**src/hdl/digital_clock_with_button_setup_macros.svh**
```systemverilog
// assertion macros for the digital clock block
`ifndef DIGITAL_CLOCK_WITH_BUTTON_SETUP_MACROS_SVH
`define DIGITAL_CLOCK_WITH_BUTTON_SETUP_MACROS_SVH

// same-cycle implication, disabled during reset
`define DCLK_ASSERT_NOW(label, clk, rst, ante, cons, msg) \
  label: assert property (@(posedge clk) disable iff (rst) (ante) |-> (cons)) \
    else $error(msg);

// next-cycle implication, disabled during reset
`define DCLK_ASSERT_NEXT(label, clk, rst, ante, cons, msg) \
  label: assert property (@(posedge clk) disable iff (rst) (ante) |=> (cons)) \
    else $error(msg);

`endif

```
**src/hdl/dclk_pkg.sv**
```systemverilog
// types, constants and helper functions for the digital clock block
package dclk_pkg;

  localparam int QUEUE_DEPTH = 2;

  localparam logic [11:0] DEBOUNCE_RESET = 12'd20;
  localparam logic [11:0] HOLD_RESET     = 12'd300;
  localparam logic [11:0] REPEAT_RESET   = 12'd66;

  localparam logic [1:0] REG_DEBOUNCE = 2'd0;
  localparam logic [1:0] REG_HOLD     = 2'd1;
  localparam logic [1:0] REG_REPEAT   = 2'd2;

  localparam logic [2:0] BTN_NONE  = 3'b000;
  localparam logic [2:0] BTN_SETUP = 3'b001;
  localparam logic [2:0] BTN_PLUS  = 3'b010;
  localparam logic [2:0] BTN_MINUS = 3'b100;

  localparam logic [5:0] SEC_LIMIT  = 6'd60;
  localparam logic [5:0] MIN_LIMIT  = 6'd60;
  localparam logic [5:0] HOUR_LIMIT = 6'd24;

  typedef enum logic [2:0] {
    PS_IDLE     = 3'd0,
    PS_DEBOUNCE = 3'd1,
    PS_SINGLE   = 3'd2,
    PS_HOLD     = 3'd3,
    PS_WAIT     = 3'd4
  } press_state_t;

  typedef enum logic [1:0] {
    SEL_NONE  = 2'd0,
    SEL_SETUP = 2'd1,
    SEL_PLUS  = 2'd2,
    SEL_MINUS = 2'd3
  } sel_t;

  typedef enum logic [1:0] {
    EV_NONE   = 2'd0,
    EV_SINGLE = 2'd1,
    EV_HOLD   = 2'd2
  } ev_t;

  typedef enum logic [1:0] {
    MODE_RUN  = 2'd0,
    MODE_SEC  = 2'd1,
    MODE_MIN  = 2'd2,
    MODE_HOUR = 2'd3
  } mode_t;

  typedef struct packed {
    logic [11:0] debounce_ms;
    logic [11:0] hold_ms;
    logic [11:0] repeat_ms;
  } cfg_t;

  // classified item handed from the front to the back
  typedef struct packed {
    logic second_tick;
    ev_t  ev;
    sel_t sel;
  } q_item_t;

  typedef struct packed {
    logic empty;
    logic full;
  } q_stat_t;

  function automatic logic [5:0] unit_inc(input logic [5:0] v, input logic [5:0] lim);
    logic [5:0] s;
    s = v + 6'd1;
    return (s >= lim) ? 6'd0 : s;
  endfunction

  function automatic logic [5:0] unit_dec(input logic [5:0] v, input logic [5:0] lim);
    return (v == 6'd0 || v > lim) ? lim - 6'd1 : v - 6'd1;
  endfunction

  function automatic mode_t next_mode(input mode_t m);
    case (m)
      MODE_RUN:  return MODE_SEC;
      MODE_SEC:  return MODE_MIN;
      MODE_MIN:  return MODE_HOUR;
      MODE_HOUR: return MODE_RUN;
      default:   return MODE_RUN;
    endcase
  endfunction

endpackage

```
**src/hdl/dclk_poll_if.sv**
```systemverilog
// input channel: button reading and tick flags
interface dclk_poll_if;
  logic       valid;
  logic       ready;
  logic [2:0] buttons;
  logic       ms_tick;
  logic       second_tick;

  modport source(output valid, output buttons, output ms_tick, output second_tick,
                 input ready);
  modport sink(input valid, input buttons, input ms_tick, input second_tick,
               output ready);
endinterface

```
**src/hdl/dclk_status_if.sv**
```systemverilog
// output channel: time of day, mode and press event
interface dclk_status_if;
  logic       valid;
  logic       ready;
  logic [4:0] hours;
  logic [5:0] minutes;
  logic [5:0] seconds;
  logic [1:0] mode;
  logic [1:0] press_event;

  modport source(output valid, output hours, output minutes, output seconds,
                 output mode, output press_event, input ready);
  modport sink(input valid, input hours, input minutes, input seconds,
               input mode, input press_event, output ready);
endinterface

```
**src/hdl/dclk_front.sv**
```systemverilog
// front end: millisecond count and button qualifier, classifies each item
module dclk_front (
  input  logic               clk,
  input  logic               rst,
  input  dclk_pkg::cfg_t     cfg,
  input  dclk_pkg::q_stat_t  q_stat,
  dclk_poll_if.sink          poll,
  output logic               push,
  output dclk_pkg::q_item_t  item
);

  dclk_pkg::press_state_t press_state, press_state_next;
  dclk_pkg::press_state_t prior_press_state, prior_press_state_next;
  logic [2:0]             held_reading, held_reading_next;
  dclk_pkg::sel_t         selected_button, selected_button_next;
  logic [15:0]            ms_now, ms_now_next;
  logic [15:0]            press_time, press_time_next;

  logic        same;
  logic [15:0] elapsed;
  logic        deb_done, hold_done, rpt_done;
  logic        go_idle;
  dclk_pkg::sel_t rd_sel;

  assign poll.ready = !q_stat.full;
  assign push       = poll.valid && poll.ready;

  assign ms_now_next = poll.ms_tick ? ms_now + 16'd1 : ms_now;
  assign same        = (poll.buttons == held_reading) &&
                       (selected_button != dclk_pkg::SEL_NONE);
  assign elapsed     = ms_now_next - press_time;
  assign deb_done    = elapsed > {4'd0, cfg.debounce_ms};
  assign hold_done   = elapsed > {4'd0, cfg.hold_ms};
  assign rpt_done    = elapsed > {4'd0, cfg.repeat_ms};

  always_comb begin
    case (poll.buttons)
      dclk_pkg::BTN_SETUP: rd_sel = dclk_pkg::SEL_SETUP;
      dclk_pkg::BTN_PLUS:  rd_sel = dclk_pkg::SEL_PLUS;
      dclk_pkg::BTN_MINUS: rd_sel = dclk_pkg::SEL_MINUS;
      default:             rd_sel = dclk_pkg::SEL_NONE;
    endcase
  end

  // next state of the qualifier
  always_comb begin
    press_state_next       = press_state;
    prior_press_state_next = prior_press_state;
    go_idle                = 1'b0;
    case (press_state)
      dclk_pkg::PS_IDLE: begin
        if (poll.buttons != dclk_pkg::BTN_NONE) begin
          press_state_next = dclk_pkg::PS_DEBOUNCE;
        end
      end
      dclk_pkg::PS_DEBOUNCE: begin
        if (same) begin
          press_state_next       = dclk_pkg::PS_WAIT;
          prior_press_state_next = dclk_pkg::PS_DEBOUNCE;
        end else begin
          go_idle = 1'b1;
        end
      end
      dclk_pkg::PS_SINGLE, dclk_pkg::PS_HOLD: begin
        if (same) begin
          press_state_next       = dclk_pkg::PS_WAIT;
          prior_press_state_next = press_state;
        end else begin
          go_idle = 1'b1;
        end
      end
      dclk_pkg::PS_WAIT: begin
        if (!same) begin
          go_idle                = 1'b1;
          prior_press_state_next = dclk_pkg::PS_WAIT;
        end else if (prior_press_state == dclk_pkg::PS_DEBOUNCE && deb_done) begin
          press_state_next       = dclk_pkg::PS_SINGLE;
          prior_press_state_next = dclk_pkg::PS_WAIT;
        end else if (prior_press_state == dclk_pkg::PS_SINGLE && hold_done) begin
          press_state_next       = dclk_pkg::PS_HOLD;
          prior_press_state_next = dclk_pkg::PS_WAIT;
        end else if (prior_press_state == dclk_pkg::PS_HOLD && rpt_done) begin
          press_state_next       = dclk_pkg::PS_HOLD;
          prior_press_state_next = dclk_pkg::PS_WAIT;
        end
      end
      default: begin
        go_idle = 1'b1;
      end
    endcase
    if (go_idle) begin
      press_state_next = dclk_pkg::PS_IDLE;
    end
  end

  // press bookkeeping
  always_comb begin
    held_reading_next    = held_reading;
    selected_button_next = selected_button;
    press_time_next      = press_time;
    if (go_idle) begin
      held_reading_next    = dclk_pkg::BTN_NONE;
      selected_button_next = dclk_pkg::SEL_NONE;
      press_time_next      = 16'd0;
    end else if (press_state == dclk_pkg::PS_IDLE &&
                 poll.buttons != dclk_pkg::BTN_NONE) begin
      held_reading_next    = poll.buttons;
      selected_button_next = rd_sel;
      press_time_next      = ms_now_next;
    end else if ((press_state == dclk_pkg::PS_SINGLE ||
                  press_state == dclk_pkg::PS_HOLD) && same) begin
      press_time_next = ms_now_next;
    end
  end

  // classified item for the back end
  always_comb begin
    item.second_tick = poll.second_tick;
    item.sel         = selected_button_next;
    case (press_state_next)
      dclk_pkg::PS_SINGLE: item.ev = dclk_pkg::EV_SINGLE;
      dclk_pkg::PS_HOLD:   item.ev = dclk_pkg::EV_HOLD;
      default:             item.ev = dclk_pkg::EV_NONE;
    endcase
  end

  always_ff @(posedge clk) begin
    if (rst) begin
      press_state       <= dclk_pkg::PS_IDLE;
      prior_press_state <= dclk_pkg::PS_IDLE;
      held_reading      <= dclk_pkg::BTN_NONE;
      selected_button   <= dclk_pkg::SEL_NONE;
      ms_now            <= 16'd0;
      press_time        <= 16'd0;
    end else if (push) begin
      press_state       <= press_state_next;
      prior_press_state <= prior_press_state_next;
      held_reading      <= held_reading_next;
      selected_button   <= selected_button_next;
      ms_now            <= ms_now_next;
      press_time        <= press_time_next;
    end
  end

endmodule

```
**src/hdl/dclk_queue.sv**
```systemverilog
// short queue of classified items between front and back
module dclk_queue #(
  parameter int DEPTH = dclk_pkg::QUEUE_DEPTH
) (
  input  logic               clk,
  input  logic               rst,
  input  logic               push,
  input  dclk_pkg::q_item_t  push_item,
  input  logic               pop,
  output dclk_pkg::q_item_t  head,
  output dclk_pkg::q_stat_t  stat
);

  localparam int PW = (DEPTH > 1) ? $clog2(DEPTH) : 1;
  localparam int CW = $clog2(DEPTH + 1);
  localparam logic [PW-1:0] LAST = PW'(DEPTH - 1);
  localparam logic [CW-1:0] FULL_COUNT = CW'(DEPTH);

  dclk_pkg::q_item_t slots [DEPTH];
  logic [PW-1:0] wr_ptr, rd_ptr;
  logic [CW-1:0] count;

  assign head       = slots[rd_ptr];
  assign stat.empty = (count == '0);
  assign stat.full  = (count == FULL_COUNT);

  always_ff @(posedge clk) begin
    if (push) begin
      slots[wr_ptr] <= push_item;
    end
  end

  always_ff @(posedge clk) begin
    if (rst) begin
      wr_ptr <= '0;
      rd_ptr <= '0;
      count  <= '0;
    end else begin
      if (push) begin
        wr_ptr <= (wr_ptr == LAST) ? '0 : wr_ptr + PW'(1);
      end
      if (pop) begin
        rd_ptr <= (rd_ptr == LAST) ? '0 : rd_ptr + PW'(1);
      end
      case ({push, pop})
        2'b10:   count <= count + CW'(1);
        2'b01:   count <= count - CW'(1);
        default: count <= count;
      endcase
    end
  end

endmodule

```
**src/hdl/dclk_back.sv**
```systemverilog
// back end: time counters, set mode and adjustment, result register
module dclk_back (
  input  logic               clk,
  input  logic               rst,
  input  dclk_pkg::q_item_t  head,
  input  dclk_pkg::q_stat_t  q_stat,
  output logic               pop,
  dclk_status_if.source      status
);

  logic [4:0]     hour_count, hour_count_next;
  logic [5:0]     minute_count, minute_count_next;
  logic [5:0]     second_count, second_count_next;
  dclk_pkg::mode_t set_mode, set_mode_next;
  dclk_pkg::ev_t  press_event;
  logic           out_valid;

  logic [5:0] sec_t, min_t, hour_t;
  logic       adj_up, adj_dn;

  assign pop = !q_stat.empty && (!out_valid || status.ready);

  // second tick with carry
  always_comb begin
    sec_t  = second_count;
    min_t  = minute_count;
    hour_t = {1'b0, hour_count};
    if (head.second_tick) begin
      sec_t = dclk_pkg::unit_inc(second_count, dclk_pkg::SEC_LIMIT);
      if (sec_t == 6'd0) begin
        min_t = dclk_pkg::unit_inc(minute_count, dclk_pkg::MIN_LIMIT);
        if (min_t == 6'd0) begin
          hour_t = dclk_pkg::unit_inc({1'b0, hour_count}, dclk_pkg::HOUR_LIMIT);
        end
      end
    end
  end

  // mode step and unit adjustment
  always_comb begin
    second_count_next = sec_t;
    minute_count_next = min_t;
    hour_count_next   = hour_t[4:0];
    set_mode_next     = set_mode;
    adj_up = 1'b0;
    adj_dn = 1'b0;
    if (head.sel == dclk_pkg::SEL_SETUP && head.ev == dclk_pkg::EV_SINGLE) begin
      set_mode_next = dclk_pkg::next_mode(set_mode);
    end else if (set_mode != dclk_pkg::MODE_RUN && head.ev != dclk_pkg::EV_NONE) begin
      adj_up = (head.sel == dclk_pkg::SEL_PLUS);
      adj_dn = (head.sel == dclk_pkg::SEL_MINUS);
    end
    if (adj_up || adj_dn) begin
      case (set_mode)
        dclk_pkg::MODE_SEC: begin
          second_count_next = adj_up ? dclk_pkg::unit_inc(sec_t, dclk_pkg::SEC_LIMIT)
                                     : dclk_pkg::unit_dec(sec_t, dclk_pkg::SEC_LIMIT);
        end
        dclk_pkg::MODE_MIN: begin
          minute_count_next = adj_up ? dclk_pkg::unit_inc(min_t, dclk_pkg::MIN_LIMIT)
                                     : dclk_pkg::unit_dec(min_t, dclk_pkg::MIN_LIMIT);
        end
        dclk_pkg::MODE_HOUR: begin
          hour_count_next = adj_up
              ? 5'(dclk_pkg::unit_inc(hour_t, dclk_pkg::HOUR_LIMIT))
              : 5'(dclk_pkg::unit_dec(hour_t, dclk_pkg::HOUR_LIMIT));
        end
        default: begin
          second_count_next = sec_t;
        end
      endcase
    end
  end

  always_ff @(posedge clk) begin
    if (rst) begin
      hour_count   <= 5'd0;
      minute_count <= 6'd0;
      second_count <= 6'd0;
      set_mode     <= dclk_pkg::MODE_RUN;
      press_event  <= dclk_pkg::EV_NONE;
      out_valid    <= 1'b0;
    end else begin
      if (pop) begin
        hour_count   <= hour_count_next;
        minute_count <= minute_count_next;
        second_count <= second_count_next;
        set_mode     <= set_mode_next;
        press_event  <= head.ev;
        out_valid    <= 1'b1;
      end else if (status.ready) begin
        out_valid <= 1'b0;
      end
    end
  end

  assign status.valid       = out_valid;
  assign status.hours       = hour_count;
  assign status.minutes     = minute_count;
  assign status.seconds     = second_count;
  assign status.mode        = set_mode;
  assign status.press_event = press_event;

endmodule

```
**src/hdl/digital_clock_with_button_setup.sv**
```systemverilog
// top level of the digital clock with debounced set buttons
//
//  channel   dir  handshake          payload
//  poll      in   valid/ready        buttons[2:0], ms_tick, second_tick
//  status    out  valid/ready        hours, minutes, seconds, mode, press_event
//  apb       in   psel/penable       paddr[3:0], pwdata[31:0], prdata[31:0]
//
//  one item per cycle unless status stalls; each item passes the queue, then the
//  result register; the front qualifier updates in the accept cycle, the back
//  counters when the item dequeues; the queue holds QUEUE_DEPTH classified items
//  a stalled status fills the queue, then poll.ready drops until status drains
//  synchronous reset clears the clock, mode, qualifier and queue; registers return
//  to 20, 300 and 66 ms
module digital_clock_with_button_setup #(
  parameter int QUEUE_DEPTH = dclk_pkg::QUEUE_DEPTH
) (
  input  logic        clk,
  input  logic        rst,
  input  logic        psel,
  input  logic        penable,
  input  logic        pwrite,
  input  logic [3:0]  paddr,
  input  logic [31:0] pwdata,
  output logic [31:0] prdata,
  output logic        pready,
  dclk_poll_if.sink   poll,
  dclk_status_if.source status
);

`include "digital_clock_with_button_setup_macros.svh"

  // configuration registers
  dclk_pkg::cfg_t cfg;
  logic           cfg_write;
  logic [1:0]     reg_index;

  // front to queue to back
  logic              push, pop;
  dclk_pkg::q_item_t push_item, head;
  dclk_pkg::q_stat_t q_stat;

  assign pready    = 1'b1;
  assign reg_index = paddr[3:2];
  assign cfg_write = psel && penable && pwrite && pready;

  always_ff @(posedge clk) begin
    if (rst) begin
      cfg.debounce_ms <= dclk_pkg::DEBOUNCE_RESET;
      cfg.hold_ms     <= dclk_pkg::HOLD_RESET;
      cfg.repeat_ms   <= dclk_pkg::REPEAT_RESET;
    end else if (cfg_write) begin
      case (reg_index)
        dclk_pkg::REG_DEBOUNCE: cfg.debounce_ms <= pwdata[11:0];
        dclk_pkg::REG_HOLD:     cfg.hold_ms     <= pwdata[11:0];
        dclk_pkg::REG_REPEAT:   cfg.repeat_ms   <= pwdata[11:0];
        default:                cfg.repeat_ms   <= cfg.repeat_ms;
      endcase
    end
  end

  // register readback, unmapped slot reads zero
  always_comb begin
    case (reg_index)
      dclk_pkg::REG_DEBOUNCE: prdata = {20'd0, cfg.debounce_ms};
      dclk_pkg::REG_HOLD:     prdata = {20'd0, cfg.hold_ms};
      dclk_pkg::REG_REPEAT:   prdata = {20'd0, cfg.repeat_ms};
      default:                prdata = 32'd0;
    endcase
  end

  // front: ms counter and button qualifier
  dclk_front u_front (
    .clk    (clk),
    .rst    (rst),
    .cfg    (cfg),
    .q_stat (q_stat),
    .poll   (poll),
    .push   (push),
    .item   (push_item)
  );

  // decoupling queue
  dclk_queue #(
    .DEPTH (QUEUE_DEPTH)
  ) u_queue (
    .clk       (clk),
    .rst       (rst),
    .push      (push),
    .push_item (push_item),
    .pop       (pop),
    .head      (head),
    .stat      (q_stat)
  );

  // back: time of day, mode, result register
  dclk_back u_back (
    .clk    (clk),
    .rst    (rst),
    .head   (head),
    .q_stat (q_stat),
    .pop    (pop),
    .status (status)
  );

  // a waiting queue entry with a free result register is delivered next cycle
  `DCLK_ASSERT_NEXT(a_drain, clk, rst, !q_stat.empty && (!status.valid || status.ready), status.valid, "queued item not moved to result")

  // a stalled result with a full queue blocks the next accept
  `DCLK_ASSERT_NEXT(a_backpressure, clk, rst, status.valid && !status.ready && q_stat.full, !poll.ready, "accept while queue full")

  // second rollover while running
  `DCLK_ASSERT_NEXT(a_rollover, clk, rst, pop && head.second_tick && status.seconds == 6'd59 && status.mode == dclk_pkg::MODE_RUN, status.seconds == 6'd0, "seconds did not wrap")

  // nothing leaves an empty queue
  `DCLK_ASSERT_NOW(a_no_underflow, clk, rst, q_stat.empty, !pop, "pop from empty queue")

endmodule

```
**src/flat_wrapper.sv**
```systemverilog
// flat-port wrapper written by rule: the top's interface ports become plain ports
module digital_clock_with_button_setup_flat 
#(
  parameter int QUEUE_DEPTH = dclk_pkg::QUEUE_DEPTH
)
  (clk, rst, psel, penable, pwrite, paddr, pwdata, prdata, pready, poll_valid, poll_buttons, poll_ms_tick, poll_second_tick, poll_ready, status_valid, status_hours, status_minutes, status_seconds, status_mode, status_press_event, status_ready);
  dclk_poll_if poll_i ();
  dclk_status_if status_i ();
  input  logic clk;
  input  logic rst;
  input  logic psel;
  input  logic penable;
  input  logic pwrite;
  input  logic [3:0] paddr;
  input  logic [31:0] pwdata;
  output logic [31:0] prdata;
  output logic pready;
  input wire logic [$bits(poll_i.valid)-1:0] poll_valid;
  input wire logic [$bits(poll_i.buttons)-1:0] poll_buttons;
  input wire logic [$bits(poll_i.ms_tick)-1:0] poll_ms_tick;
  input wire logic [$bits(poll_i.second_tick)-1:0] poll_second_tick;
  output wire logic [$bits(poll_i.ready)-1:0] poll_ready;
  output wire logic [$bits(status_i.valid)-1:0] status_valid;
  output wire logic [$bits(status_i.hours)-1:0] status_hours;
  output wire logic [$bits(status_i.minutes)-1:0] status_minutes;
  output wire logic [$bits(status_i.seconds)-1:0] status_seconds;
  output wire logic [$bits(status_i.mode)-1:0] status_mode;
  output wire logic [$bits(status_i.press_event)-1:0] status_press_event;
  input wire logic [$bits(status_i.ready)-1:0] status_ready;
  assign poll_i.valid = poll_valid;
  assign poll_i.buttons = poll_buttons;
  assign poll_i.ms_tick = poll_ms_tick;
  assign poll_i.second_tick = poll_second_tick;
  assign poll_ready = poll_i.ready;
  assign status_valid = status_i.valid;
  assign status_hours = status_i.hours;
  assign status_minutes = status_i.minutes;
  assign status_seconds = status_i.seconds;
  assign status_mode = status_i.mode;
  assign status_press_event = status_i.press_event;
  assign status_i.ready = status_ready;
  digital_clock_with_button_setup #(.QUEUE_DEPTH(QUEUE_DEPTH)) u_core (.clk(clk), .rst(rst), .psel(psel), .penable(penable), .pwrite(pwrite), .paddr(paddr), .pwdata(pwdata), .prdata(prdata), .pready(pready), .poll(poll_i), .status(status_i));
endmodule
```
**config.mk**
```make
export PLATFORM = sky130hd
export DESIGN_NAME = digital_clock_with_button_setup_flat
export DESIGN_NICKNAME = d
export VERILOG_FILES = /design/src/hdl/dclk_pkg.sv /design/src/hdl/dclk_poll_if.sv /design/src/hdl/dclk_status_if.sv /design/src/hdl/dclk_front.sv /design/src/hdl/dclk_queue.sv /design/src/hdl/dclk_back.sv /design/src/hdl/digital_clock_with_button_setup.sv /design/src/flat_wrapper.sv
export VERILOG_INCLUDE_DIRS = /design/src /design/src/hdl
export SDC_FILE = /design/constraint.sdc
export NUM_CORES = 1
export LEC_CHECK = 0
export BUFFER_PORTS_ARGS = -buffer_cell sky130_fd_sc_hd__buf_2
export CAP_MARGIN = 20
export CORE_UTILIZATION = 50
export DETAILED_ROUTE_END_ITERATION = 8
export PLACE_DENSITY = 0.67
export SYNTH_ARGS = -nofsm -noshare
export SYNTH_HDL_FRONTEND = slang
export SYNTH_SLANG_ARGS = --single-unit
```
**constraint.sdc**
```tcl
create_clock -name clk -period 5.6 [get_ports clk]
set_input_delay 0.28 -clock clk [delete_from_list [all_inputs] [get_ports clk]]
set_output_delay 0.28 -clock clk [all_outputs]
set_load 0.1 [all_outputs]
```
# Word-level counts from Yosys, hierarchy flattened
# Memories as Yosys holds them, arrays and structs flattened. A register that Yosys moved wholly into a read port is not among the register bits.
# Cells that the tools add are included.
# Widths: inputs -> output; s select.
[word_totals] ramBits=10 regBits=105 memories=1 input_bits=48 wordCells=189
[op_classes] n_reduce_logical=49 eq_ne=28 mux=66 add_sub_neg=15 n_lt_le_gt_ge=12
[memory_table] memory="u_core.u_queue.slots" words=2 word_bits=5 rd=1 rd_clocked_by_memory_dff=1 wr=1 line_no="dclk_queue.sv:19" rtl="dclk_pkg::q_item_t slots [DEPTH];"
[op_table] op="$mux 6" n=19
[op_table] op="$mux 16" n=4
[op_table] op="$gt 16x12->1" n=3
[op_table] op="$mux 3" n=15
[op_table] op="$pmux 12 s3" n=1
[op_table] op="$add 6x1->6 const B" n=5
[op_table] op="$logic_not 6->1" n=5
[op_table] op="$mux 5" n=5
[op_table] op="$ge 6x6->1 const B" n=4
[op_table] op="$eq 3x2->1 const B" n=7
[op_table] op="$pmux 3 s3" n=2
[op_table] op="$add 16x1->16 const B" n=1
[op_table] op="$sub 16x16->16" n=1
[op_table] op="$eq 2x2->1 const B" n=7
[op_table] op="$mux 1" n=13
[op_table] op="$ge 6x5->1 const B" n=2
[op_table] op="$gt 6x6->1 const B" n=2
[op_table] op="$logic_and 1x1->1" n=12
[op_table] op="$reduce_and 2->1" n=6
[op_table] op="$reduce_bool 2->1" n=6
[op_table] op="$sub 6x1->6 const B" n=2
[op_table] op="$eq 2x1->1 const B" n=5
[op_table] op="$eq 3x1->1 const B" n=3
[op_table] op="$reduce_bool 3->1" n=3
[op_table] op="23 further kinds" n=37

# Longest topological paths before layout
# Gate-level depths: netlist of run 1.
[logic_depth] ltp_word=13 depth_mapped=21

# Hierarchy
# A second synthesis of run 1 with hierarchy kept.
[unflattened] hier_cells=1214 hier_area_um2=9641.7
[modules_own_cells] mod="dclk_front" area_each_um2=4015.1 instances=1 cells_per_inst=529
[modules_own_cells] mod="dclk_back" area_each_um2=3150.5 instances=1 cells_per_inst=441
[modules_own_cells] mod="digital_clock_with_button_setup" area_each_um2=1914.3 instances=1 cells_per_inst=207
[modules_own_cells] mod="dclk_queue" area_each_um2=561.8 instances=1 cells_per_inst=37

# Least setup slack after synthesis of run 1
# No wires, ideal clock.
[synth_path] kind="register to register" start="reg u_core.u_front.ms_now[0]" end="reg u_core.u_front.press_state[0]" slack_ns=1.167 path_stages_with_launch=21 arrival_time_ns=4.312 n_path_buf=0 setup_time_ns=0.122 cell_sequence="dfxtp_1 > ha_1 > nand4_1 > nor2_1 > and2_1 > nand2_1 > xnor2_1 > ha_1 > a21o_1 > a21o_1 > a21o_1 > a31oi_1 > xnor2_1 > ha_1 > and4_1 > nor2b_1 > o41ai_1 > nand2_1 > o31a_1 > o221a_2 > o311a_1"
[synth_between] elab_chain_cells=11
[synth_lines] element="start: declaration" line_no="dclk_front.sv:16" rtl="logic [15:0] ms_now, ms_now_next;"
[synth_lines] element="start signal: assignment" line_no="dclk_front.sv:140" rtl="ms_now <= ms_now_next;"
[synth_lines] element="$add 16x1->16 *" line_no="dclk_front.sv:28" rtl="assign ms_now_next = poll.ms_tick ? ms_now + 16'd1 : ms_now;"
[synth_lines] element="$mux 16 *" line_no="dclk_front.sv:28"
[synth_lines] element="via u_core.u_front.ms_now_next[8]" line_no="dclk_front.sv:16"
[synth_lines] element="$sub 16x16->16 *" line_no="dclk_front.sv:31" rtl="assign elapsed = ms_now_next - press_time;"
[synth_lines] element="$gt 16x12->1" line_no="dclk_front.sv:34" rtl="assign rpt_done = elapsed > {4'd0, cfg.repeat_ms};"
[synth_lines] element="$logic_and 1x1->1" line_no="dclk_front.sv:82" rtl="end else if (prior_press_state == dclk_pkg::PS_HOLD && rpt_done) begin"
[synth_lines] element="$mux 3" line_no="dclk_front.sv:82"
[synth_lines] element="$mux 3" line_no="dclk_front.sv:79" rtl="end else if (prior_press_state == dclk_pkg::PS_SINGLE && hold_done) begin"
[synth_lines] element="$mux 3 *" line_no="dclk_front.sv:76" rtl="end else if (prior_press_state == dclk_pkg::PS_DEBOUNCE && deb_done) begin"
[synth_lines] element="$mux 3 *" line_no="dclk_front.sv:73" rtl="if (!same) begin"
[synth_lines] element="$pmux 3 s3 *" line_no="dclk_front.sv:50" rtl="case (press_state)"
[synth_lines] element="$mux 3 *" line_no="dclk_front.sv:91" rtl="if (go_idle) begin"
[synth_lines] element="end signal: assignment" line_no="dclk_front.sv:129" rtl="press_state <= dclk_pkg::PS_IDLE;"
[synth_lines] element="end signal: assignment" line_no="dclk_front.sv:136" rtl="press_state <= press_state_next;"
[synth_lines] element="end: declaration" line_no="dclk_front.sv:12" rtl="dclk_pkg::press_state_t press_state, press_state_next;"
# Mark *: on every way through the listed nets, which the timed path passes. The rest lies on a longest branch.
# A chain may end at the register's enable or synchronous reset.

# Final worst setup path of run 1
# Ends and elaborated chain as after synthesis.

==> results of run 1 <==
-- per-stage QoR --
step | hold slack [ps] | util [%] | total power, mW | setup slack (ps) | std cells
CTS | 50.1 | 56.3 | 3.91 | 577 | 1423
global placement | 458 | 53.1 | 2.86 | 712 | 1392
floorplan | 379 | - | 2.56 | 1170 | 1180
global route | 43.0 | 56.3 | 4.16 | 252 | 1424
detailed placement | 465 | 53.1 | 2.88 | 628 | 1392
finish | 65.0 | 56.3 | 3.91 | 592 | 1424
-- report_power, final --
part	switching, mW	total [mW]	internal [mW]
registers	0.147	1.07	0.928
logic	1.26	1.82	0.564
clock network	0.381	1.01	0.633
total	1.78	3.91	2.12
-- worst paths after layout --
kind | endpoint | slack, ps | depth (start not counted)
max reg2reg | u_core.u_front.press_state[0] | 590 | 20
max | u_core.u_front.press_state[0] | 590 | 20
min | u_core.u_queue.slots[0][4] | 60 | 1
min reg2reg | u_core.cfg[7] | 470 | 2
-- cell families (layout without fill, tap and decap cells) --
group | count (synthesis) | count (layout) | synth area share [%]
flip-flops | 116 | 116 | 27.2
AO/OA/AOI/OAI | 321 | 321 | 23.7
buffers and inverters | 160 | 179 | 8.10
AND/OR/NAND/NOR | 412 | 412 | 22.3
other | 2 | 21 | 0.0843
adder cells (fa/ha/maj) | 71 | 71 | 10.0
XOR/XNOR | 52 | 52 | 5.27
multiplexers | 27 | 27 | 3.33
-- registers in the layout, summed over array words and instances, names as in the netlist, named ones only --
name and count:
u_core.u_back.status.hours 5, u_core.u_queue.rd_ptr 1, u_core.u_front.prior_press_state 3, u_core.u_front.selected_button 2, u_core.u_front.press_state 3, u_core.cfg 36
u_core.u_back.status.minutes 6, u_core.u_back.status.mode 2, u_core.u_front.press_time 16, u_core.u_front.held_reading 3, u_core.u_queue.slots 10, u_core.u_front.ms_now 16
u_core.u_back.status.press_event 2, u_core.u_queue.count 2, u_core.u_back.status.seconds 6, u_core.u_queue.wr_ptr 1, u_core.u_back.status.valid 1
-- cell usage in the layout (no fill, tap or decap), types with 21 or more instances in the layout --
| master | n |
|---|---|
| a21oi_1 | 98 |
| buf_2 | 60 |
| conb_1 | 21 |
| dfxtp_1 | 106 |
| ha_1 | 69 |
| inv_1 | 78 |
| nand2_1 | 145 |
| nand3_1 | 37 |
| nor2_1 | 90 |
| nor3_1 | 22 |
| o21ai_0 | 59 |
| xnor2_1 | 30 |
| xor2_1 | 21 |
-- critical path, cell delays in order (launching register included) --
cell	delay (ps)
dfxtp_1	420
ha_1	260
mux2i_1	350
inv_1	90
ha_1	280
nor2b_1	110
o21ai_0	110
a21o_1	210
a31oi_1	300
o21a_1	170
nor2_1	50
xnor2_1	360
ha_1	320
a21o_1	180
a21oi_1	150
nor2b_1	70
o41ai_1	490
nand2_1	100
o31a_1	280
o221a_2	270
o311a_1	320
-- per-layer routing --
layer,GRT usage (%),part of all wire (%),up-vias
met5,0,0,-
li1,-,-,4147
met2,43.0,49,186
met4,7.43,1.3,0
met3,4.45,4.0,23
met1,30.3,45,3781
-- synthesized netlist by cell type (9+ instances only) --
library cell	instances	area [um2]
xnor2_1	30	263
ha_1	69	863
clkbuf_1	43	161
xor2_1	21	184
a211oi_1	13	97.6
nand4_1	14	87.6
mux2i_1	20	200
inv_1	78	293
a21o_1	20	150
nand2_1	145	544
buf_4	25	188
nor2_1	90	338
and3_1	11	68.8
nor2b_1	17	106
o21a_1	11	82.6
a31oi_1	19	119
o211ai_1	17	128
nor3_1	22	110
or3_1	14	87.6
o21ai_0	60	300
a21oi_1	98	490
nand2b_1	10	62.6
o22ai_1	9	56.3
edfxtp_1	10	300
nor3b_1	17	128
dfxtp_1	106	2120
nand3_1	37	185
and2_1	11	68.8
-- final cells by class --
class,count,area [um2],share of cell area (%)
Clock inverter,3,20.0,0.205
Sequential cell,116,2420,24.8
Clock buffer,28,527,5.39
Tap cell,225,282,2.88
Timing Repair Buffer,70,383,3.92
Multi-Input combinational cell,904,5850,59.8
Inverter,78,293,2.99
==> metrics.txt, run 1 <==
outcome completed; number of clock sinks 116; fillers between 1500 and 2000; Worst EP arrival about 5300 ps; post-CTS setup buffers 0; synth warn 0; Async SR Flop Fraction 0%; final WL between 20 and 25 mm; GRT overflow 0; Via density roughly 5.7; synthesized area per cell approximately 7.7 um2; TritonCTS clock tree built; total number of vias roughly 8000; CTS buffer count 17; Clock transition at path regs approximately 50 ps; static leakage approximately 4.0 nW; post-route cell area around 9800 um2; worst reg2reg startpoint u_core.u_front.ms_now[0]; total core area 17400 um2; layout cells sized above 1 about 10%; Chip Height about 140 um; Critical Path Sink Type flop; Placed Instance Area 9220 um2; root buffer cell clkbuf_16; Pwr per Cell Area between 300 and 400 nW/um2; Peak supply drop slightly below 0.0003 V; Distinct cells, synth 93; io pins 104; Max Cap Viol 0; Max Slew Vio Count 0; final setup fails 0; RSZ-0062 raised after global routing false; H-tree levels 4; worst slew pin tran roughly 1100 ps; CTS Buffer Depth 2; # hold bufs at CTS 0; Die W 136 um; CP startpoint u_core.u_front.ms_now[0]; Tot GR Track Use 24.5%; Mapped Area between 8000 and 9000 um2; largest net degree at the start of global routing 89; Crit Path Category flop to flop; Tmin final between 5000 and 6000 ps; fin crit share between 80% and 90%; Critical Path Fanout Max 4; Area Growth Syn to Fin 9.73%; global-route wire length before repair approximately 36 mm; routed len/inst ~15 um; cells after synthesis ~1200; Post-synth EDFFs 10; cts repair resizes 0; FP Rows 48; Rel. slew slack 29.0%; DRC errors left 0; Placer Congestion 0.918; Nets ~1300; PortBufs 60; starting density of the core 51.3%; HPWL reported at the end of detailed placement about 15 mm; post-synthesis sequential area ratio a little over a quarter; Antenna diodes 0; initial antenna violation count 0; crit start category flop; endpoints failing hold 0; Post-Route Setup TNS 0 ps; Initial DRC Count roughly 430; post-synthesis register bit count around 120; number of global-route vias before repair about 7400; Die Footprint 18400 um2; iteration count of the initial detailed-routing pass 5; type of the most critical hold path input pin to flop; ANT nets after route 0; CP Data Required Time ~6000 ps; hold path startpoint poll_second_tick; most common flop cell mapped by yosys dfxtp_1; Max Clk Rate between 150 and 200 MHz; Skew-Pair Late Insertion Delay between 400 and 500 ps; Setup Skew between 7 and 8 ps
No activity file was read; power rests on OpenSTA's default activity.
==> inputs of run 2 (changes only) <==
--- a/config.mk
+++ b/config.mk
@@ -8,9 +8,12 @@
 export LEC_CHECK = 0
 export BUFFER_PORTS_ARGS = -buffer_cell sky130_fd_sc_hd__buf_2
 export CAP_MARGIN = 20
-export CORE_UTILIZATION = 50
+export CELL_PAD_IN_SITES_DETAIL_PLACEMENT = 0
+export CELL_PAD_IN_SITES_GLOBAL_PLACEMENT = 1
+export CORE_UTILIZATION = 44
 export DETAILED_ROUTE_END_ITERATION = 8
-export PLACE_DENSITY = 0.67
+export PLACE_DENSITY = 0.78
 export SYNTH_ARGS = -nofsm -noshare
 export SYNTH_HDL_FRONTEND = slang
 export SYNTH_SLANG_ARGS = --single-unit
+export TNS_END_PERCENT = 20
==> metrics.txt, run 2 (synthesized netlist as in run 1, its figures left out) <==
final WL between 20 and 25 mm; Antenna diodes 0; worst hold slack 57.5 ps; initial antenna violation count 0; Clock transition at path regs roughly 60 ps; fin crit share between 90% and 100%; most frequent cells in the layout nand2_1 (145), dfxtp_1 (106), a21oi_1 (98); met1 Usage GRT 27.7%; post-route cell area ~10000 um2; Layout Cells excl Fill around 1500; total core area 19700 um2; CP Data Required Time approximately 5900 ps; worst slew pin tran 933 ps; Crit Path Category flop to flop; placed cells 1434; CTS Buffer Depth 2; Initial DRC Count ~350; max reg flops 36; type of the most critical hold path input pin to flop; NetSw ~1.8 mW; part of the power in registers 26.0%; worst reg2reg startpoint u_core.u_front.ms_now[0]; starting density of the core a little under half; GRT overflow 0; DRC errors left 0; ANT nets after route 0; Area Growth Syn to Fin 11.7%; Placer Congestion between 0.8 and 0.9; number of clock sinks ~120; Largest Register u_core.cfg; commonest non-fill, non-tap cell in the layout nand2_1; Worst R2R Path Depth 20; Die Footprint between 20000 and 25000 um2; hold path startpoint poll_second_tick; GR peak layer met2; R2R Setup Slk between 500 and 600 ps; Setup Skew approximately 10 ps; CTS buffer count 17; Max Slew Vio Count 0; final setup fails 0; TritonCTS clock tree built; Critical Path Sink Type flop; largest net degree at the start of global routing 54; global-route wire length before repair between 30 and 40 mm; Rel. slew slack roughly 38%; biggest regs u_core.cfg (36), u_core.u_front.ms_now (16), u_core.u_front.press_time (16); clock share of power approximately 30%; static leakage just over 4 nW; Placed Instance Area approximately 9300 um2; routed len/inst around 15 um; crit start category flop; Reg area ~2400 um2; Hold EP u_core.u_queue.slots[1][4]; total number of vias about 8100; number of global-route vias before repair about 7500; Tmin final 5050 ps; Post-Route Setup TNS 0 ps; io pins roughly 100; Nets between 1000 and 1500; RSZ-0062 raised after global routing false; root buffer cell clkbuf_16; Via density roughly 5.5; Max Clk Rate between 150 and 200 MHz; # hold bufs at CTS 0; HPWL reported at the end of detailed placement 16.3 mm; Critical Path Fanout Max 5; worst r2r dst u_core.u_front.press_state[0]; Tot GR Track Use 22.5%; power share of the combinational group around 44%; met2 usage about two fifths; outcome completed; cts repair resizes 0; cell-internal power between 2 and 2.5 mW; sw frac 43.8%; fillers 1993; endpoints failing hold 0; Max Cap Viol 0; H-tree levels 4; routing usage on met3 approximately 3.8%; Skew-Pair Late Insertion Delay approximately 420 ps; Peak supply drop around 0.00023 V; Worst EP arrival approximately 5400 ps; post-CTS setup buffers 0; Min-Delay Path Depth 1; Die W between 100 and 150 um; Pwr per Cell Area about 410 nW/um2; iteration count of the initial detailed-routing pass 5; FP Rows 51; PortBufs 60; layout cells sized above 1 around 11%; area of the multi-input gates between 5000 and 6000 um2; Chip Height 144 um
==> run 2: cell count changes in the layout (fill, tap and decap cells not counted), sizes merged <==
cell	before	now
bufinv	0	5
buf	70	71
clkinvlp	2	3
clkinv	1	2
clkbuf	28	20
inv	78	80
==> run 2: critical path: stages, from the launching register on <==
cell,delay [ps]
dfxtp_1,410
ha_1,200
nand4_1,190
nor2_1,240
and2_1,260
nand2_1,90
xnor2_1,210
ha_1,320
a21o_1,190
a21o_1,170
a21o_1,180
a31oi_1,180
xnor2_1,210
ha_1,300
and4_1,170
nor2b_1,130
o41ai_1,490
nand2_1,100
o31a_1,290
o221a_2,280
o311a_1,330
==> run 2: cell type report <==
cell class,instances,area share (%)
clock buffer,20,4.70
multi-input combinational,904,58.8
timing repair buffer,71,3.85
tap,265,3.33
clock inverter,12,1.99
sequential,116,24.3
inverter,78,2.94
==> run 2: how the worst max path moves through the flow <==
| stage | start | endpoint | slack [ps] | cells past startpoint |
|---|---|---|---|---|
| after detailed placement | u_core.u_front.ms_now[0] | u_core.u_front.press_state[0] | 570 | 20 |
| after floorplan | u_core.u_front.ms_now[0] | u_core.u_front.press_state[0] | 1170 | 20 |
| after global routing | u_core.u_front.ms_now[0] | u_core.u_front.press_state[0] | 6 | 21 |
| final | u_core.u_front.ms_now[0] | u_core.u_front.press_state[0] | 550 | 20 |
| after global placement | u_core.u_front.ms_now[0] | u_core.u_front.press_state[0] | 660 | 20 |
| after CTS | u_core.u_front.ms_now[0] | u_core.u_front.press_state[0] | 530 | 20 |
==> run 2: power by group through the flow <==
stage	combinational (mW)	sequential [mW]	clock (mW)
after global routing	2.00	1.09	1.28
after CTS	1.82	1.07	1.25
after global placement	1.80	1.09	0
after floorplan	1.24	1.32	0
final	1.82	1.07	1.23
after detailed placement	1.81	1.09	0
==> run 2: stage by stage <==
stage          utilization, %  setup slack [ps]  total power, mW
6_report                 50.6               553             4.12
3_5_place_dp             47.2               571             2.90
2_1_floorplan               -              1170             2.56
5_1_grt                  50.6              5.64             4.38
3_3_place_gp             47.2               660             2.89
4_1_cts                  50.6               529             4.15
==> run 2: metal layers <==
metal | share of wire [%] | wire length (um)
met5 | 0 | 0
met4 | 1.0 | 231
met3 | 3.2 | 731
met2 | 50 | 11200
met1 | 46 | 10300
==> inputs of run 3 (changes only) <==
--- a/config.mk
+++ b/config.mk
@@ -10,9 +10,9 @@
 export CAP_MARGIN = 20
 export CELL_PAD_IN_SITES_DETAIL_PLACEMENT = 0
 export CELL_PAD_IN_SITES_GLOBAL_PLACEMENT = 1
-export CORE_UTILIZATION = 44
+export CORE_UTILIZATION = 48
 export DETAILED_ROUTE_END_ITERATION = 8
-export PLACE_DENSITY = 0.78
+export PLACE_DENSITY = 0.85
 export SYNTH_ARGS = -nofsm -noshare
 export SYNTH_HDL_FRONTEND = slang
 export SYNTH_SLANG_ARGS = --single-unit
==> constraint.sdc (replaced) <==
create_clock -name clk -period 6.1 [get_ports clk]
set_input_delay 0.305 -clock clk [delete_from_list [all_inputs] [get_ports clk]]
set_output_delay 0.305 -clock clk [all_outputs]
set_load 0.1 [all_outputs]
==> metrics.txt, run 3 (synthesized netlist as in run 1, its figures left out) <==
cts repair resizes 0; family with the most delay on the worst path compound AO/OA/AOI/OAI gates; max incr delay on CP 550 ps; type of the most critical hold path input pin to flop; crit start category flop; iteration count of the initial detailed-routing pass 7; worst path cell trace ha_1 -> nand4_1 -> nor2_1 -> and2_1 -> nand2_1 -> xnor2_1 -> ha_1 -> a21o_1 -> a21o_1 -> a21o_1 -> a31oi_1 -> xnor2_1 -> ha_1 -> and4_1 -> nor2b_1 -> o41ai_1 -> nand2_1 -> o31a_1 -> o221a_2 -> o311a_1; critical path buffer and inverter count 0; worst slew pin tran between 1000 and 1500 ps; Setup Skew 8.40 ps; Critical Path Fanout Max 5; Clock transition at path regs 60 ps; worst r2r dst u_core.u_front.press_state[0]; Skew-Pair Late Insertion Delay roughly 420 ps; Area Growth Syn to Fin 10.1%; # hold bufs at CTS 0; Nets 1304; largest net degree at the start of global routing between 80 and 90; worst reg2reg startpoint u_core.u_front.ms_now[0]; Crit Path Category flop to flop; ANT nets after route 0; FP Rows approximately 50; most frequent cells in the layout nand2_1 (145), dfxtp_1 (106), a21oi_1 (98); routed len/inst between 15 and 20 um; PnR worst setup slack ~900 ps; Worst EP arrival 5490 ps; Die Footprint around 19000 um2; endpoints failing hold 0; Peak supply drop about 0.00021 V; Post-Route Setup TNS 0 ps; final WL around 22 mm; Largest Register u_core.cfg; fillers around 1800; total core area 18100 um2; failing checks DRC; global-route wire length before repair between 30 and 40 mm; fin crit share ~85%; CTS Buffer Depth 2; static leakage 3.97 nW; Chip Height roughly 140 um; Placed Instance Area a little over 9000 um2; Critical Path Sink Type flop; Min-Delay Path Depth 1; layout cells sized above 1 a little over a tenth; CTS buffer count 17; starting density of the core ~50%; hold path startpoint poll_second_tick; DRC errors left 12; Pwr per Cell Area between 300 and 400 nW/um2; Setup WS pre-CTS ~910 ps; post-route cell area 9810 um2; Max Slew Vio Count 0; worst hold slack 91.0 ps; initial antenna violation count 0; io pins 104; R2R Setup Slk 900 ps; root buffer cell clkbuf_16; Placer Congestion around 0.89; H-tree levels 4; post-CTS setup buffers 0; Max Clk Rate 192 MHz; Tmin final between 5000 and 6000 ps; Hold EP u_core.u_queue.slots[0][4]; outcome complete, but fails checks; number of global-route vias before repair about 7300; Via density around 5.7; commonest non-fill, non-tap cell in the layout nand2_1; GRT overflow 0; CP startpoint u_core.u_front.ms_now[0]; Die W 138 um; Max Cap Viol 0; PortBufs 60; HPWL reported at the end of detailed placement 15.5 mm; RSZ-0062 raised after global routing false; Initial DRC Count between 400 and 500; biggest regs u_core.cfg (36), u_core.u_front.ms_now (16), u_core.u_front.press_time (16); Worst R2R Path Depth 20; CP Data Required Time approximately 6400 ps; Rel. slew slack 28.5%; TritonCTS clock tree built; Tot GR Track Use a little under a quarter; max reg flops 36; Antenna diodes 0; number of clock sinks 116; total number of vias just over 8000; final setup fails 0; CP max stage cell o41ai_1
## run 3: cell types whose count changed in the layout (fill, tap and decap cells not counted), sizes merged
cell      before  now
buf           71   69
bufinv         5    0
clkinv         2    4
clkinvlp       3    6
## run 3: layer usage
metal / vias up / share of wire [%] / track usage (%)
li1: 4156 / - / -
met1: 3767 / 47 / 29.2
met2: 141 / 49 / 39.7
met3: 23 / 3.1 / 3.43
met4: 0 / 1.2 / 6.27
met5: - / 0 / 0
## run 3: how the worst max path moves through the flow
| stage | to | cells past startpoint | slack (ps) |
|---|---|---|---|
| global placement | u_core.u_front.press_state[0] | 20 | 990 |
| global route | u_core.u_front.press_state[0] | 20 | 470 |
| finish | u_core.u_front.press_state[0] | 20 | 900 |
| CTS | u_core.u_front.press_state[0] | 20 | 860 |
| detailed placement | u_core.u_front.press_state[0] | 20 | 910 |
| floorplan | u_core.u_front.press_state[0] | 20 | 1670 |
## run 3: final cells by class
class / instances / area (um2) / share of cell area, %
multi-input combinational: 904 / 5860 / 59.7
sequential: 116 / 2420 / 24.7
clock buffer: 20 / 489 / 4.99
timing repair buffer: 69 / 368 / 3.75
inverter: 78 / 293 / 2.98
tap: 229 / 287 / 2.92
clock inverter: 12 / 95.1 / 0.969
## run 3: report_power, final
group | internal [mW] | switching (mW) | total (mW)
clock | 0.581 | 0.382 | 0.963
combinational | 0.512 | 1.16 | 1.67
sequential | 0.851 | 0.130 | 0.981
## run 3: through the flow
step	total power, mW	utilization [%]	std cells
after floorplan	2.35	-	1180
after global placement	2.64	51.0	1396
after detailed placement	2.65	51.0	1396
after CTS	3.63	54.2	1428
after global routing	3.83	54.2	1428
final	3.61	54.2	1428
